`config.mk`:
```
export PLATFORM = sky130hd
export DESIGN_NAME = ifsfern_ctrl
export DESIGN_NICKNAME = d
export VERILOG_FILES = /design/src/rtl/ifs_fern_point_generator_macros.svh /design/src/rtl/ifsfern_pkg.sv /design/src/rtl/ifsfern_ctrl.sv
export SDC_FILE = /design/constraint.sdc
export NUM_CORES = 1
export LEC_CHECK = 0
export BUFFER_PORTS_ARGS = -buffer_cell sky130_fd_sc_hd__buf_2
export CAP_MARGIN = 20
export CORE_AREA = 5 5 42 44
export DETAILED_ROUTE_END_ITERATION = 12
export DIE_AREA = 0 0 47 49
export GPL_ROUTABILITY_DRIVEN = 0
export GPL_TIMING_DRIVEN = 1
export PLACE_DENSITY = 0.53
export SYNTH_ARGS = -nofsm -noshare
export SYNTH_HDL_FRONTEND = slang
export SYNTH_SLANG_ARGS = --single-unit
```
`constraint.sdc`:
```
create_clock -name clk -period 1.5 [get_ports clk]
set_input_delay 0.225 -clock clk [delete_from_list [all_inputs] [get_ports clk]]
set_output_delay 0.225 -clock clk [all_outputs]
set_load 0.005 [all_outputs]
```
`src/rtl/ifs_fern_point_generator_macros.svh`:
```
// Assertion macros shared by the fern point generator RTL.
`ifndef IFS_FERN_POINT_GENERATOR_MACROS_SVH
`define IFS_FERN_POINT_GENERATOR_MACROS_SVH

// The consequent must hold in the same cycle as the antecedent.
`define IFSFERN_ASSERT_SAME(lbl, ante, cons, msg) \
	lbl: assert property (@(posedge clk) disable iff (!arst_n) (ante) |-> (cons)) \
		else $error(msg);

// The consequent must hold in the cycle after the antecedent.
`define IFSFERN_ASSERT_NEXT(lbl, ante, cons, msg) \
	lbl: assert property (@(posedge clk) disable iff (!arst_n) (ante) |=> (cons)) \
		else $error(msg);

`endif

```
`src/rtl/ifsfern_pkg.sv`:
```
// Package with the types and constants of the fern point generator.
package ifsfern_pkg;

	localparam int POINTS_PER_LEVEL = 1000;
	localparam int FRAC_BITS        = 16;
	localparam int RAND_BITS        = 16;

	// Field and register widths.
	localparam int PT_W       = FRAC_BITS + 8;
	localparam int LEVEL_W    = 6;
	localparam int DIM_W      = 13;
	localparam int CNT_W      = 16;
	localparam int PIX_W      = 12;
	localparam int COLOR_W    = 3;
	localparam int RAND_W     = 16;
	localparam int CFG_IDX_W  = 2;
	localparam int CFG_DATA_W = 13;

	// Register indexes of the write port.
	localparam logic [CFG_IDX_W-1:0] REG_LEVEL  = 2'd0;
	localparam logic [CFG_IDX_W-1:0] REG_WIDTH  = 2'd1;
	localparam logic [CFG_IDX_W-1:0] REG_HEIGHT = 2'd2;

	localparam logic [LEVEL_W-1:0] LEVEL_RST  = LEVEL_W'(10);
	localparam logic [DIM_W-1:0]   WIDTH_RST  = DIM_W'(1024);
	localparam logic [DIM_W-1:0]   HEIGHT_RST = DIM_W'(768);
	localparam logic [DIM_W-1:0]   DIM_MAX    = DIM_W'(4096);
	localparam logic [CNT_W-1:0]   LEVEL_MULT = CNT_W'(POINTS_PER_LEVEL);

	// Affine map codes.
	localparam logic [1:0] MAP_STEM  = 2'd0;
	localparam logic [1:0] MAP_MAIN  = 2'd1;
	localparam logic [1:0] MAP_LEFT  = 2'd2;
	localparam logic [1:0] MAP_RIGHT = 2'd3;

	// Map choice: rand * 100 against thresholds in units of 1/2^RAND_BITS.
	localparam int RS_W = RAND_BITS + 7;
	localparam logic [RS_W-1:0] R_HUNDRED = RS_W'(100);
	localparam logic [RS_W-1:0] TH_STEM   = RS_W'(1) << RAND_BITS;
	localparam logic [RS_W-1:0] TH_MAIN   = RS_W'(86) << RAND_BITS;
	localparam logic [RS_W-1:0] TH_LEFT   = RS_W'(93) << RAND_BITS;

	// Affine update in hundredths.
	localparam int COEF_W = 8;
	localparam int PROD_W = PT_W + COEF_W;
	localparam int SUM_W  = PROD_W;
	localparam logic signed [SUM_W-1:0] OFS_TALL  = SUM_W'(160) << FRAC_BITS;
	localparam logic signed [SUM_W-1:0] OFS_SHORT = SUM_W'(44) << FRAC_BITS;
	localparam logic signed [SUM_W-1:0] HALF_HUN  = SUM_W'(50);
	localparam logic signed [SUM_W-1:0] HUN_M1    = SUM_W'(99);

	// Division of a magnitude below 2^32 by 100 through a reciprocal.
	localparam int U_W         = 32;
	localparam int MG_W        = 64;
	localparam int MAGIC_SHIFT = 37;
	localparam int QM_W        = MG_W - MAGIC_SHIFT;
	localparam int QS_W        = QM_W + 1;
	localparam logic [U_W-1:0] MAGIC = 32'h51EB851F;

	localparam logic signed [PT_W-1:0] PT_MAX = {1'b0, {(PT_W-1){1'b1}}};
	localparam logic signed [PT_W-1:0] PT_MIN = {1'b1, {(PT_W-1){1'b0}}};

	// Pixel mapping.
	localparam int A_W   = PT_W + 15;
	localparam int NUM_W = A_W + DIM_W + 1;
	localparam int SH_W  = NUM_W - FRAC_BITS - 1;
	localparam logic signed [15:0]    K_SCALE = 16'sd10000;
	localparam logic signed [A_W-1:0] X_OFS   = A_W'(21820) << FRAC_BITS;
	localparam logic signed [A_W-1:0] Y_OFS   = A_W'(99983) << FRAC_BITS;

	// Pixel divider: quotients of up to DIV_Q_W bits through a reciprocal
	// rounded up, exact for every dividend of DVD_W bits.
	localparam int     DIV_Q_W   = PIX_W;
	localparam int     DVR_W     = 17;
	localparam int     DVD_W     = DIV_Q_W + DVR_W;
	localparam int     RCP_W     = 32;
	localparam int     RCP_SHIFT = DVD_W + DVR_W;
	localparam int     RCP_P_W   = DVD_W + RCP_W;
	localparam longint X_DIV     = 48378;
	localparam longint Y_DIV     = 99983;
	localparam logic [RCP_W-1:0] X_RCP =
		RCP_W'(((longint'(1) << RCP_SHIFT) + X_DIV - 1) / X_DIV);
	localparam logic [RCP_W-1:0] Y_RCP =
		RCP_W'(((longint'(1) << RCP_SHIFT) + Y_DIV - 1) / Y_DIV);
	localparam logic [SH_W-1:0]  X_LIM = SH_W'(48378) << DIV_Q_W;
	localparam logic [SH_W-1:0]  Y_LIM = SH_W'(99983) << DIV_Q_W;

	// Colour bands.
	localparam logic [COLOR_W-1:0] COL_WHITE  = 3'd0;
	localparam logic [COLOR_W-1:0] COL_GREEN  = 3'd1;
	localparam logic [COLOR_W-1:0] COL_BLUE   = 3'd2;
	localparam logic [COLOR_W-1:0] COL_PURPLE = 3'd3;
	localparam logic [COLOR_W-1:0] COL_PINK   = 3'd4;
	localparam logic [COLOR_W-1:0] COL_RED    = 3'd5;

	typedef struct packed {
		logic              req_type;
		logic [RAND_W-1:0] rand_frac;
	} req_t;

	typedef struct packed {
		logic [PIX_W-1:0]   pixel_x;
		logic [PIX_W-1:0]   pixel_y;
		logic [COLOR_W-1:0] color;
		logic               last;
	} pt_t;

	typedef struct packed {
		logic start_load;
		logic capture_in;
		logic p1;
		logic p2;
		logic p3;
		logic set_point;
		logic div_start;
		logic div_sel_y;
		logic cap_px;
		logic cap_py;
		logic out_load;
	} cmd_t;

	typedef struct packed {
		logic rem_zero;
		logic div_busy;
		logic div_done;
		logic out_free;
	} sts_t;

endpackage

```
`src/rtl/ifsfern_ctrl.sv`:
```
// Controller state machine that sequences one point through the datapath.
module ifsfern_ctrl
	import ifsfern_pkg::*;
(
	input  logic clk,
	input  logic arst_n,
	input  logic req_valid,
	input  logic req_type,
	input  sts_t sts,
	output logic req_stall,
	output cmd_t cmd
);

	localparam logic [2:0] ST_IDLE = 3'd0;
	localparam logic [2:0] ST_P1   = 3'd1;
	localparam logic [2:0] ST_P2   = 3'd2;
	localparam logic [2:0] ST_P3   = 3'd3;
	localparam logic [2:0] ST_SET  = 3'd4;
	localparam logic [2:0] ST_DX   = 3'd5;
	localparam logic [2:0] ST_DY   = 3'd6;
	localparam logic [2:0] ST_OUT  = 3'd7;

	logic [2:0] state_q;
	logic [2:0] state_d;

	always_comb begin
		state_d = state_q;
		cmd     = '0;
		unique case (state_q)
			ST_IDLE: begin
				if (req_valid) begin
					if (!req_type) begin
						cmd.start_load = 1'b1;
					end else if (!sts.rem_zero) begin
						cmd.capture_in = 1'b1;
						state_d        = ST_P1;
					end
				end
			end
			ST_P1: begin
				cmd.p1  = 1'b1;
				state_d = ST_P2;
			end
			ST_P2: begin
				cmd.p2  = 1'b1;
				state_d = ST_P3;
			end
			ST_P3: begin
				cmd.p3  = 1'b1;
				state_d = ST_SET;
			end
			// The pixel numerators are already registered, so the point can move now.
			ST_SET: begin
				cmd.set_point = 1'b1;
				cmd.div_start = 1'b1;
				state_d       = ST_DX;
			end
			ST_DX: begin
				if (sts.div_done) begin
					cmd.cap_px    = 1'b1;
					cmd.div_start = 1'b1;
					cmd.div_sel_y = 1'b1;
					state_d       = ST_DY;
				end
			end
			ST_DY: begin
				if (sts.div_done) begin
					cmd.cap_py = 1'b1;
					state_d    = ST_OUT;
				end
			end
			ST_OUT: begin
				if (sts.out_free) begin
					cmd.out_load = 1'b1;
					state_d      = ST_IDLE;
				end
			end
		endcase
	end

	always_ff @(posedge clk or negedge arst_n) begin
		if (!arst_n) begin
			state_q <= ST_IDLE;
		end else begin
			state_q <= state_d;
		end
	end

	assign req_stall = state_q != ST_IDLE;

endmodule

```
==> results of run 1 <==
==> area by class of cell <==
type                            count  area (um^2)  share of cell area
Multi-Input combinational cell     27          153               0.378
Timing Repair Buffer               22          123               0.303
Sequential cell                     3         75.1               0.186
Clock buffer                        4         26.3              0.0650
Tap cell                           16         20.0              0.0495
Inverter                            2         7.51              0.0186
==> how the worst max path moves through the flow <==
stage	slack, ns	from	depth (start not counted)	endpoint
CTS	-0.03	state_q[2]$_DFFE_PN0P_	3	cmd[10]
global placement	0.25	state_q[0]$_DFFE_PN0P_	3	cmd[10]
floorplan	0.25	state_q[1]$_DFFE_PN0P_	3	cmd[10]
global route	-0.06	state_q[1]$_DFFE_PN0P_	3	cmd[10]
detailed placement	0.21	state_q[0]$_DFFE_PN0P_	3	cmd[10]
finish	-0.02	state_q[1]$_DFFE_PN0P_	3	cmd[10]
==> metal layers <==
metal | wire length [um] | share of wire | vias up
met1 | 264 | 0.38 | 139
met5 | 0 | 0 | -
met3 | 58 | 0.084 | 0
li1 | - | - | 163
met2 | 371 | 0.53 | 9
met4 | 0 | 0 | 0
==> per-stage QoR <==
stage | util | setup slack, ns | cell area, um^2
after floorplan | - | 0.246 | 267
after global placement | 0.263 | 0.252 | 368
after detailed placement | 0.263 | 0.211 | 368
after CTS | 0.288 | -0.0261 | 404
after global routing | 0.288 | -0.0641 | 404
final | 0.288 | -0.0179 | 404
==> timing repair <==
action	4_1_cts	5_1_grt
endpoints found under the setup margin	1	2
setup buffers	0	0
hold endpoints to repair	3	0
pin swaps	1	1
cloned	0	0
hold buffers	1	0
==> cell usage after synthesis, drive strengths merged <==
cell type / number / area share
nor2: 8 / 0.11
buf: 4 / 0.12
and4b: 1 / 0.038
and2: 1 / 0.023
dfrtp: 3 / 0.28
a21oi: 4 / 0.075
o21ai: 2 / 0.038
or3: 1 / 0.042
nand3b: 1 / 0.028
inv: 2 / 0.028
a222oi: 1 / 0.038
nand2: 4 / 0.056
nand2b: 2 / 0.047
nor3b: 2 / 0.075
==> worst max-delay path, stage by stage (launching register included) <==
cell and delay (ns):
sky130_fd_sc_hd__dfrtp_1 0.37, sky130_fd_sc_hd__or3_4 0.40, sky130_fd_sc_hd__nor3b_2 0.16, sky130_fd_sc_hd__buf_2 0.13
==> cells in the final DEF, fill, tap and decap left out <==
cell                            instances
sky130_fd_sc_hd__a21oi_1                4
sky130_fd_sc_hd__a222oi_1               1
sky130_fd_sc_hd__and2_1                 1
sky130_fd_sc_hd__and4b_1                1
sky130_fd_sc_hd__buf_2                 18
sky130_fd_sc_hd__buf_4                  3
sky130_fd_sc_hd__clkbuf_1               1
sky130_fd_sc_hd__clkbuf_4               3
sky130_fd_sc_hd__dfrtp_1                3
sky130_fd_sc_hd__dlygate4sd3_1          1
sky130_fd_sc_hd__inv_1                  2
sky130_fd_sc_hd__nand2_1                4
sky130_fd_sc_hd__nand2b_1               2
sky130_fd_sc_hd__nand3b_1               1
sky130_fd_sc_hd__nor2_1                 8
sky130_fd_sc_hd__nor3b_1                1
sky130_fd_sc_hd__nor3b_2                1
sky130_fd_sc_hd__o21ai_0                2
sky130_fd_sc_hd__or3_4                  1
==> cells by family after synthesis <==
| group | synth area share |
|---|---|
| buf+inv | 0.146 |
| flops | 0.282 |
| compound gates | 0.150 |
| simple gates | 0.423 |
==> power breakdown <==
part / switching, mW / internal (mW) / leakage, nW / total (mW)
Sequential: 0.0210 / 0.122 / 0.0332 / 0.143
Combinational: 0.223 / 0.197 / 0.169 / 0.420
Clock: 0.0376 / 0.0994 / 0.0150 / 0.137
==> impl_summary.txt, run 1 <==
----------------------------------------------------
[Run status]
  Status ... finished with violations
  Failing checks ... negative setup slack

[Worst setup path]
  Reg-to-reg slack, setup ... 0.40 ns
  Number of cell instances on the worst register-to-register path ... 4
  Worst-path maximum fanout ... 3
  Endpoint type of the worst setup path ... output port
  Required time at the endpoint of the critical path ... around 1.3 ns
  Startpoint kind of the worst setup timing path ... flip-flop
  Crit path kind ... flip-flop to output port
  Reg-to-Reg Start ... state_q[2]$_DFFE_PN0P_
  End of the worst register-to-register path ... state_q[0]$_DFFE_PN0P_
  Critical Path AT ... between 1 and 1.5 ns

[GRT]
  GRT Residual Overflow ... 0
  Vias in the first global route ... 290
  GR Util met3 ... 0.0332
  Global-route layer with the greatest usage ... met2
  M2 GR Usage ... 0.106
  All-layer global routing usage ... 0.0768
  Number of antenna violations at the first check in global routing ... 0
  Largest net degree at the start of global routing ... 13
  First-pass GRT wire length ... 1.24 mm
  GR met1 Demand/Resource ... 0.0835

[Timing]
  Final Setup Violations ... 1
  Maximum clock frequency ... approximately 0.66 GHz
  Final clock skew ... roughly 0.0019 ns
  Minimum period implied by the final worst setup slack ... ~1.5 ns
  Worst-case hold slack ... between 0.3 and 0.4 ns
  Setup repair after global routing missed its margin ... true
  Max-slew violation total from the final report ... 0
  Final clock period utilization by the worst path ... 1.01
  Total negative setup slack ... -0.0179 ns
  Number of hold-slack violations in the final timing report ... 0
  Slew at the pin with the worst max-slew slack ... a little under 0.3 ns
  Worst Slack Setup Final ... -0.0179 ns
  Worst slew margin relative to its limit ... 0.805

[Cells and area]
  Antenna diode count ... 0
  Fill count ... between 150 and 200
  Register with the most flip-flops ... state_q
  Leading registers by flop count ... state_q: 3 flops
  Flip-flop count of the largest register, all copies and words added ... 3
  Fraction of final layout cells with drive strength greater than 1 ... 0.448
  Number of non-filler instances in the completed layout ... 74
  P&R area growth vs syn ... 51.6%
  Count of nets after finishing ... 67

[CTS]
  Source-to-sink clock delay at the later pin of the worst-skew pair ... ~0.23 ns
  Total of cells resized after clock tree synthesis ... 0
  Clock transition time at the flip-flop clock pins of the worst setup and hold paths ... 0.04 ns
  Clock tree from TritonCTS ... done
  Cell at the root of the clock tree ... sky130_fd_sc_hd__clkbuf_4
  Number of clock sinks ... 3
  Bufs on Longest Clock Path ... 2
  Total number of H-tree levels ... 1
  Total clock buffers created by CTS ... 3

[Logic synthesis]
  Syn Nets ... 44
  Cell count after synthesis ... 36
  Yosys warns ... 0
  Library cells used by synthesis ... 17
  Average cell area after synthesis ... between 7 and 8 um^2
  Area of the mapped netlist ... around 270 um^2
  Post-synthesis sequential element count ... 3
  Portion of the post-synthesis area used by sequential elements ... 0.282

[Die]
  Standard cell core area ... 1400 um^2
  Overall die width ... 47 um
  Placement row count ... 14
  Total die area ... about 2300 um^2
  Die Ht ... 49 um
  Starting utilization of the core area ... 0.190
  Count of pins on the block boundary ... 20

[Power and ir drop]
  Leakage Power ... ~0.22 nW
  Overall power ... 0.700 mW
  Power density over cell area ... around 1700 nW/um^2
  Worst vdd ir ... around 450 uV

[Run]
  Max Cap Violations ... 0

[Placed design]
  Cell Count Post-Placement ... 69
  DP Wirelength ... approximately 580 um
  Port Buffer Count ... 18

[Min path]
  HP Class ... input port to asynchronous set/reset pin

[Routing]
  Post-detailed-route DRC marker count ... 0
  Pre-Repair DR Iteration Count ... 4
  Initial DRC count ... 8
  Final routed wire length divided by cell count ... 9.38 um
  Detail-routed via count per cell ... between 4 and 5
  Routed wire length ... between 600 and 700 um
  Routed vias ... between 300 and 400
  Number of antenna-violating nets in the routed design ... 0

----------------------------------------------------
No activity file was read; power rests on OpenSTA's default activity.
==> inputs of run 2 (changes only) <==
--- a/config.mk
+++ b/config.mk
@@ -8,6 +8,7 @@
 export BUFFER_PORTS_ARGS = -buffer_cell sky130_fd_sc_hd__buf_2
 export CAP_MARGIN = 20
 export CORE_AREA = 5 5 42 44
+export CTS_BUF_LIST = sky130_fd_sc_hd__clkbuf_16
 export DETAILED_ROUTE_END_ITERATION = 12
 export DIE_AREA = 0 0 47 49
 export GPL_ROUTABILITY_DRIVEN = 0
==> impl_summary.txt, run 2 (synthesized netlist as in run 1, its figures left out) <==
----------------------------------------------------
[Power and ir drop]
  Worst vdd ir ... 734 uV (+65%)
  Switching Power ... 0.314 mW (+12%)
  Leakage Power ... 0.245 nW (+13%)
  Portion of total power attributed to the clock network ... 0.423 (+0.227)
  Overall power ... 0.978 mW (+40%)
  Internal power component ... 0.663 mW (+58%)
  Proportion of power drawn by combinational gates ... 0.431 (-0.169)
  Switching part of the total power ... 0.322 (-0.0798)
  Power density over cell area ... 2140 nW/um^2 (+24%)
  Sequential share of power ... 0.146 (-0.059)

[Worst setup path]
  Crit path kind ... flip-flop to output port
  Required time at the endpoint of the critical path ... 1.27 ns (about the same)
  End of the worst register-to-register path ... state_q[0]$_DFFE_PN0P_
  Critical Path AT ... 1.28 ns (about the same)
  Number of cell instances on the worst register-to-register path ... 4 (unchanged)
  Worst-path maximum fanout ... 3 (unchanged)
  Start point of the critical path ... state_q[1]$_DFFE_PN0P_
  Endpoint type of the worst setup path ... output port
  Reg-to-Reg Start ... state_q[2]$_DFFE_PN0P_
  Startpoint kind of the worst setup timing path ... flip-flop
  Worst Setup EP ... cmd[10]
  Reg-to-reg slack, setup ... 0.40 ns (about the same)

[Routing]
  Routed vias ... 325 (+4.5%)
  Routed wire length ... 747 um (+7.6%)
  Initial DRC count ... 7 (-1)
  Post-detailed-route DRC marker count ... 0 (unchanged)
  Detail-routed via count per cell ... 4.39 (+4.5%)
  Pre-Repair DR Iteration Count ... 4 (unchanged)
  Number of antenna-violating nets in the routed design ... 0 (unchanged)
  Final routed wire length divided by cell count ... 10.1 um (+7.6%)

[GRT]
  All-layer global routing usage ... 0.0761 (-0.000704)
  Vias in the first global route ... 286 (-1.4%)
  GRT Residual Overflow ... 0 (unchanged)
  Largest net degree at the start of global routing ... 13 (unchanged)
  First-pass GRT wire length ... 1.21 mm (-2.8%)
  Number of antenna violations at the first check in global routing ... 0 (unchanged)

[Cells and area]
  Fraction of final layout cells with drive strength greater than 1 ... 0.448 (unchanged)
  Leading cell type in the layout, fill and taps excluded ... sky130_fd_sc_hd__buf_2
  Leading registers by flop count ... state_q: 3 flops
  Register with the most flip-flops ... state_q
  Number of non-filler instances in the completed layout ... 74 (unchanged)
  Count of nets after finishing ... 67 (unchanged)
  Highest-count cells in the layout ignoring fill and taps ... sky130_fd_sc_hd__buf_2, sky130_fd_sc_hd__nor2_1, sky130_fd_sc_hd__nand2_1, sky130_fd_sc_hd__a21oi_1
  Antenna diode count ... 0 (unchanged)
  Post-route cell area ... 457 um^2 (+13%)
  Flip-flop count of the largest register, all copies and words added ... 3 (unchanged)
  P&R area growth vs syn ... 71.4%

[Timing]
  Worst-case hold slack ... 0.327 ns (-0.000639 ns)
  Maximum clock frequency ... 0.664 GHz (+0.77%)
  Final clock period utilization by the worst path ... 1.00 (-0.00775)
  Number of hold-slack violations in the final timing report ... 0 (unchanged)
  Worst Slack Setup Final ... -0.00624 ns (+0.0116 ns)
  Minimum period implied by the final worst setup slack ... 1.51 ns (-0.0116 ns)
  Setup repair after global routing missed its margin ... true
  Max-slew violation total from the final report ... 0 (unchanged)
  Slew at the pin with the worst max-slew slack ... 0.294 ns (+0.00171 ns)
  Final clock skew ... 0.0000984 ns (-0.00180 ns)
  Final Setup Violations ... 1 (unchanged)
  Worst slew margin relative to its limit ... 0.804 (-0.00114)

[CTS]
  Clock tree from TritonCTS ... done
  Total of cells resized after clock tree synthesis ... 0 (unchanged)
  Number of clock sinks ... 3 (unchanged)
  Source-to-sink clock delay at the later pin of the worst-skew pair ... 0.22 ns (about the same)
  Bufs on Longest Clock Path ... 2 (unchanged)
  Total number of H-tree levels ... 1 (unchanged)
  Clock transition time at the flip-flop clock pins of the worst setup and hold paths ... 0.03 ns (about the same)
  Total clock buffers created by CTS ... 3 (unchanged)
  Cell at the root of the clock tree ... sky130_fd_sc_hd__clkbuf_16

[Placed design]
  DP Wirelength ... 579 um (unchanged)
  Placed standard-cell area ... 368 um^2 (unchanged)
  Cell Count Post-Placement ... 69 (unchanged)
  Port Buffer Count ... 18 (unchanged)
  Placement-stage worst setup slack ... 0.211 ns (unchanged)

[Die]
  Count of pins on the block boundary ... 20 (unchanged)
  Total die area ... 2300 um^2 (unchanged)
  Placement row count ... 14 (unchanged)
  Starting utilization of the core area ... 0.190 (unchanged)
  Standard cell core area ... 1400 um^2 (unchanged)
  Die Ht ... 49 um (unchanged)
  Overall die width ... 47 um (unchanged)

[Run]
  Max Cap Violations ... 0 (unchanged)

[Min path]
  HP Class ... input port to asynchronous set/reset pin

[Run status]
  Failing checks ... negative setup slack
  Status ... finished with violations

----------------------------------------------------
## run 2: changes by cell type in the layout (fill, tap and decap cells not counted), sizes merged
cell,delta
inv,+1
clkbuf,-1
## run 2: per-layer routing
metal | up-vias | track usage | wire length (um)
met4 | 0 | 0.0829 | 36
met2 | 16 | 0.106 | 352
met3 | 5 | 0.0221 | 75
li1 | 163 | - | -
met1 | 141 | 0.0813 | 283
met5 | - | 0 | 0
## run 2: critical path, stage by stage (launching register included)
cell and delay [ns]:
sky130_fd_sc_hd__dfrtp_1 0.37, sky130_fd_sc_hd__or3_4 0.40, sky130_fd_sc_hd__nor3b_2 0.16, sky130_fd_sc_hd__buf_2 0.13
## run 2: worst min path at each step
| stage | startpoint | end | slack [ns] | cells after the start |
|---|---|---|---|---|
| floorplan | arst_n | state_q[0]$_DFFE_PN0P_ | -0.07 | 0 |
| global placement | arst_n | state_q[0]$_DFFE_PN0P_ | 0.02 | 1 |
| detailed placement | arst_n | state_q[1]$_DFFE_PN0P_ | 0.02 | 1 |
| CTS | arst_n | state_q[1]$_DFFE_PN0P_ | 0.33 | 2 |
| global route | arst_n | state_q[1]$_DFFE_PN0P_ | 0.34 | 2 |
| finish | arst_n | state_q[2]$_DFFE_PN0P_ | 0.33 | 2 |
## run 2: through the flow
stage	util	TNS, ns
floorplan	-	0
global route	0.326	-0.0381
detailed placement	0.263	0
CTS	0.326	-0.0142
finish	0.326	-0.00624
global placement	0.263	0
## run 2: layout make-up
type                    count  area (um^2)
clock buffers               3         75.1
clock inverters             1         3.75
fillers                   157          945
inverters                   2         7.51
multi-input cells          27          153
flip-flops and latches      3         75.1
well taps                  16         20.0
repair buffers             22          123
## run 2: power groups by stage
| stage | sequential (mW) | combinational (mW) | clock [mW] |
|---|---|---|---|
| 2_1_floorplan | 0.142 | 0.299 | 0 |
| 3_3_place_gp | 0.142 | 0.419 | 0 |
| 3_5_place_dp | 0.144 | 0.427 | 0 |
| 4_1_cts | 0.144 | 0.431 | 0.421 |
| 5_1_grt | 0.147 | 0.475 | 0.438 |
| 6_report | 0.143 | 0.421 | 0.414 |
## run 2: repair_timing
item	4_1_cts	5_1_grt
setup endpoints to repair	1	1
hold endpoints to repair	3	0
setup buffers	0	0
pin swaps	1	1
hold buffers	1	0
==> inputs of run 3 (changes only) <==
--- a/config.mk
+++ b/config.mk
@@ -5,6 +5,7 @@
 export SDC_FILE = /design/constraint.sdc
 export NUM_CORES = 1
 export LEC_CHECK = 0
+export ABC_AREA = 1
 export BUFFER_PORTS_ARGS = -buffer_cell sky130_fd_sc_hd__buf_2
 export CAP_MARGIN = 20
 export CORE_AREA = 5 5 42 44
@@ -13,7 +14,7 @@
 export DIE_AREA = 0 0 47 49
 export GPL_ROUTABILITY_DRIVEN = 0
 export GPL_TIMING_DRIVEN = 1
-export PLACE_DENSITY = 0.53
+export PLACE_DENSITY = 0.54
 export SYNTH_ARGS = -nofsm -noshare
 export SYNTH_HDL_FRONTEND = slang
 export SYNTH_SLANG_ARGS = --single-unit
==> constraint.sdc (replaced) <==
create_clock -name clk -period 1.7 [get_ports clk]
set_input_delay 0.255 -clock clk [delete_from_list [all_inputs] [get_ports clk]]
set_output_delay 0.255 -clock clk [all_outputs]
set_load 0.005 [all_outputs]
==> impl_summary.txt, run 3 <==
----------------------------------------------------
[Logic synthesis]
  Fraction of synthesized cell area taken by the top area cell type ... 0.261 (-0.0208)
  Yosys top cell by area ... sky130_fd_sc_hd__dfrtp_1
  Area of the mapped netlist ... 288 um^2 (+8.0%)
  Library cells used by synthesis ... 14 (-3)
  Most instantiated cells after synthesis ... sky130_fd_sc_hd__nand2_1, sky130_fd_sc_hd__inv_1, sky130_fd_sc_hd__nor2_1
  Yosys warns ... 0 (unchanged)
  Most frequently used cell type in the post-synthesis netlist ... sky130_fd_sc_hd__nand2_1
  Proportion of synthesized flip-flops having asynchronous set or reset ... 1.00 (unchanged)
  Top_reg_cell synth ... sky130_fd_sc_hd__dfrtp_1
  Syn Nets ... 58 (+32%)
  Ranking of synthesized cells by area ... sky130_fd_sc_hd__dfrtp_1, sky130_fd_sc_hd__nand2_1, sky130_fd_sc_hd__inv_1
  Post-synthesis sequential element count ... 3 (unchanged)
  Average cell area after synthesis ... 5.76 um^2 (-22%)
  EDFF count, synth ... 0 (unchanged)
  Cell count after synthesis ... 50 (+39%)
  Portion of the post-synthesis area used by sequential elements ... 0.261 (-0.0208)

[Worst setup path]
  Startpoint kind of the worst setup timing path ... flip-flop
  Endpoint type of the worst setup path ... output port
  Required time at the endpoint of the critical path ... 1.44 ns (+0.17 ns)
  Crit path kind ... flip-flop to output port
  Critical Path AT ... 1.29 ns (about the same)
  Worst-path maximum fanout ... 7 (+4)
  Number of cell instances on the worst register-to-register path ... 6 (+2)

[Die]
  Total die area ... 2300 um^2 (unchanged)
  Count of pins on the block boundary ... 20 (unchanged)
  Standard cell core area ... 1400 um^2 (unchanged)
  Placement row count ... 14 (unchanged)
  Die Ht ... 49 um (unchanged)
  Overall die width ... 47 um (unchanged)
  Starting utilization of the core area ... 0.205 (+0.0152)

[Routing]
  Post-detailed-route DRC marker count ... 0 (unchanged)
  Routed wire length ... 810 um (+8.4%)
  Routed vias ... 388 (+19%)
  Number of antenna-violating nets in the routed design ... 0 (unchanged)
  Initial DRC count ... 9 (+2)
  Pre-Repair DR Iteration Count ... 4 (unchanged)
  Final routed wire length divided by cell count ... 9.20 um (-8.8%)
  Detail-routed via count per cell ... 4.41 (+0.39%)

[Timing]
  Total negative setup slack ... 0 ns (+0.00624 ns)
  Worst-case hold slack ... 0.338 ns (+0.0116 ns)
  Max-slew violation total from the final report ... 0 (unchanged)
  Final clock period utilization by the worst path ... 0.908
  Final Setup Violations ... 0 (-1)
  Maximum clock frequency ... 0.648 GHz
  Worst slew margin relative to its limit ... 0.854 (+0.0504)
  Number of hold-slack violations in the final timing report ... 0 (unchanged)
  Worst Slack Setup Final ... 0.157 ns (+0.163 ns)
  Setup repair after global routing missed its margin ... false
  Slew at the pin with the worst max-slew slack ... 0.218 ns (-0.0764 ns)
  Final clock skew ... 0.00421 ns (+0.00411 ns)
  Minimum period implied by the final worst setup slack ... roughly 1.5 ns

[Power and ir drop]
  Worst vdd ir ... 881 uV (+20%)
  Overall power ... 0.944 mW (-3.4%)
  Power density over cell area ... 1970 nW/um^2 (-7.9%)
  Leakage Power ... 0.309 nW (+26%)

[CTS]
  Clock tree from TritonCTS ... done
  Total of cells resized after clock tree synthesis ... 0 (unchanged)
  Clock transition time at the flip-flop clock pins of the worst setup and hold paths ... 0.03 ns (about the same)
  Number of clock sinks ... 3 (unchanged)
  Total clock buffers created by CTS ... 3 (unchanged)
  Cts-stage hold buffer count ... 1 (unchanged)
  Post-CTS setup-driven buffer insertion count ... 0 (unchanged)
  Cell at the root of the clock tree ... sky130_fd_sc_hd__clkbuf_16
  Total number of H-tree levels ... 1 (unchanged)
  Bufs on Longest Clock Path ... 2 (unchanged)
  Source-to-sink clock delay at the later pin of the worst-skew pair ... 0.22 ns (about the same)

[Cells and area]
  Flip-flop count of the largest register, all copies and words added ... 3 (unchanged)
  Utilization after layout ... 0.342 (+0.0161)
  Leading registers by flop count ... state_q: 3 flops
  Leading cell type in the layout, fill and taps excluded ... sky130_fd_sc_hd__buf_2
  Highest-count cells in the layout ignoring fill and taps ... sky130_fd_sc_hd__buf_2, sky130_fd_sc_hd__nand2_1, sky130_fd_sc_hd__inv_1
  Antenna diode count ... 0 (unchanged)
  Number of non-filler instances in the completed layout ... 88 (+19%)
  Area occupied by multi-input gates ... 171 um^2 (+12%)
  Footprint of the flip-flops and latches ... 75.1 um^2 (unchanged)
  P&R area growth vs syn ... 66.5%
  Fraction of final layout cells with drive strength greater than 1 ... 0.333 (-0.115)
  Count of nets after finishing ... 81 (+21%)
  Fill count ... 175 (+11%)
  Post-route cell area ... 479 um^2 (+4.9%)
  Register with the most flip-flops ... state_q

[GRT]
  All-layer global routing usage ... 0.0797 (+0.00369)
  First-pass GRT wire length ... 1.35 mm (+12%)
  Number of antenna violations at the first check in global routing ... 0 (unchanged)
  GRT Residual Overflow ... 0 (unchanged)
  Largest net degree at the start of global routing ... 8 (-5)
  Vias in the first global route ... 353 (+23%)

[Placed design]
  Cell Count Post-Placement ... 83 (+20%)
  Placement-stage worst setup slack ... 0.374 ns (+0.163 ns)
  DP Wirelength ... 667 um (+15%)
  Port Buffer Count ... 18 (unchanged)
  Placed standard-cell area ... 390 um^2 (+6.1%)

[Run status]
  Status ... finished, final reports clean

[Min path]
  HP Class ... input port to flip-flop
  Cell depth of the worst hold path ... 3

[Run]
  Max Cap Violations ... 0 (unchanged)

----------------------------------------------------
## run 3: metal layers
layer	vias to the layer above	part of all wire	GRT usage	wire, um
met3	0	0.11	0.0554	92
met1	171	0.41	0.0929	330
li1	204	-	-	-
met2	13	0.48	0.120	387
met5	-	0	0	0
met4	0	0	0.0138	0
## run 3: final timing paths
check,from,end,slack (ns)
max,state_q[0]$_DFFE_PN0P_,cmd[9],0.16
min,sts[1],state_q[1]$_DFFE_PN0P_,0.34
max reg2reg,state_q[0]$_DFFE_PN0P_,state_q[0]$_DFFE_PN0P_,0.51
min reg2reg,state_q[1]$_DFFE_PN0P_,state_q[1]$_DFFE_PN0P_,0.77
max in group asynchronous,arst_n,state_q[0]$_DFFE_PN0P_,1.23
min in group asynchronous,arst_n,state_q[1]$_DFFE_PN0P_,0.36
## run 3: where the power goes
group	switching [mW]	internal, mW	leakage, nW
Clock	0.0605	0.303	0.0423
Combinational	0.247	0.166	0.230
Sequential	0.0587	0.110	0.0368
Total	0.366	0.578	0.309
## run 3: final cells by class
cell class / instances / area share
Clock buffer: 3 / 0.157
Tap cell: 16 / 0.0418
Sequential cell: 3 / 0.157
Timing Repair Buffer: 19 / 0.209
Clock inverter: 1 / 0.00783
Inverter: 9 / 0.0705
Multi-Input combinational cell: 37 / 0.358
## run 3: worst max-delay path, stage by stage (launching register included)
cell	delay, ns
sky130_fd_sc_hd__dfrtp_1	0.44
sky130_fd_sc_hd__nor2_1	0.23
sky130_fd_sc_hd__nand2_1	0.12
sky130_fd_sc_hd__nor3_1	0.14
sky130_fd_sc_hd__buf_2	0.14
## run 3: logic make-up (layout without fill, tap and decap cells)
group                  after synthesis  count (layout)  synth area share
AND/OR/NAND/NOR                     33              33             0.500
AO/OA/AOI/OAI                        4               4            0.0956
buffers and inverters               10              32             0.143
flip-flops                           3               3             0.261
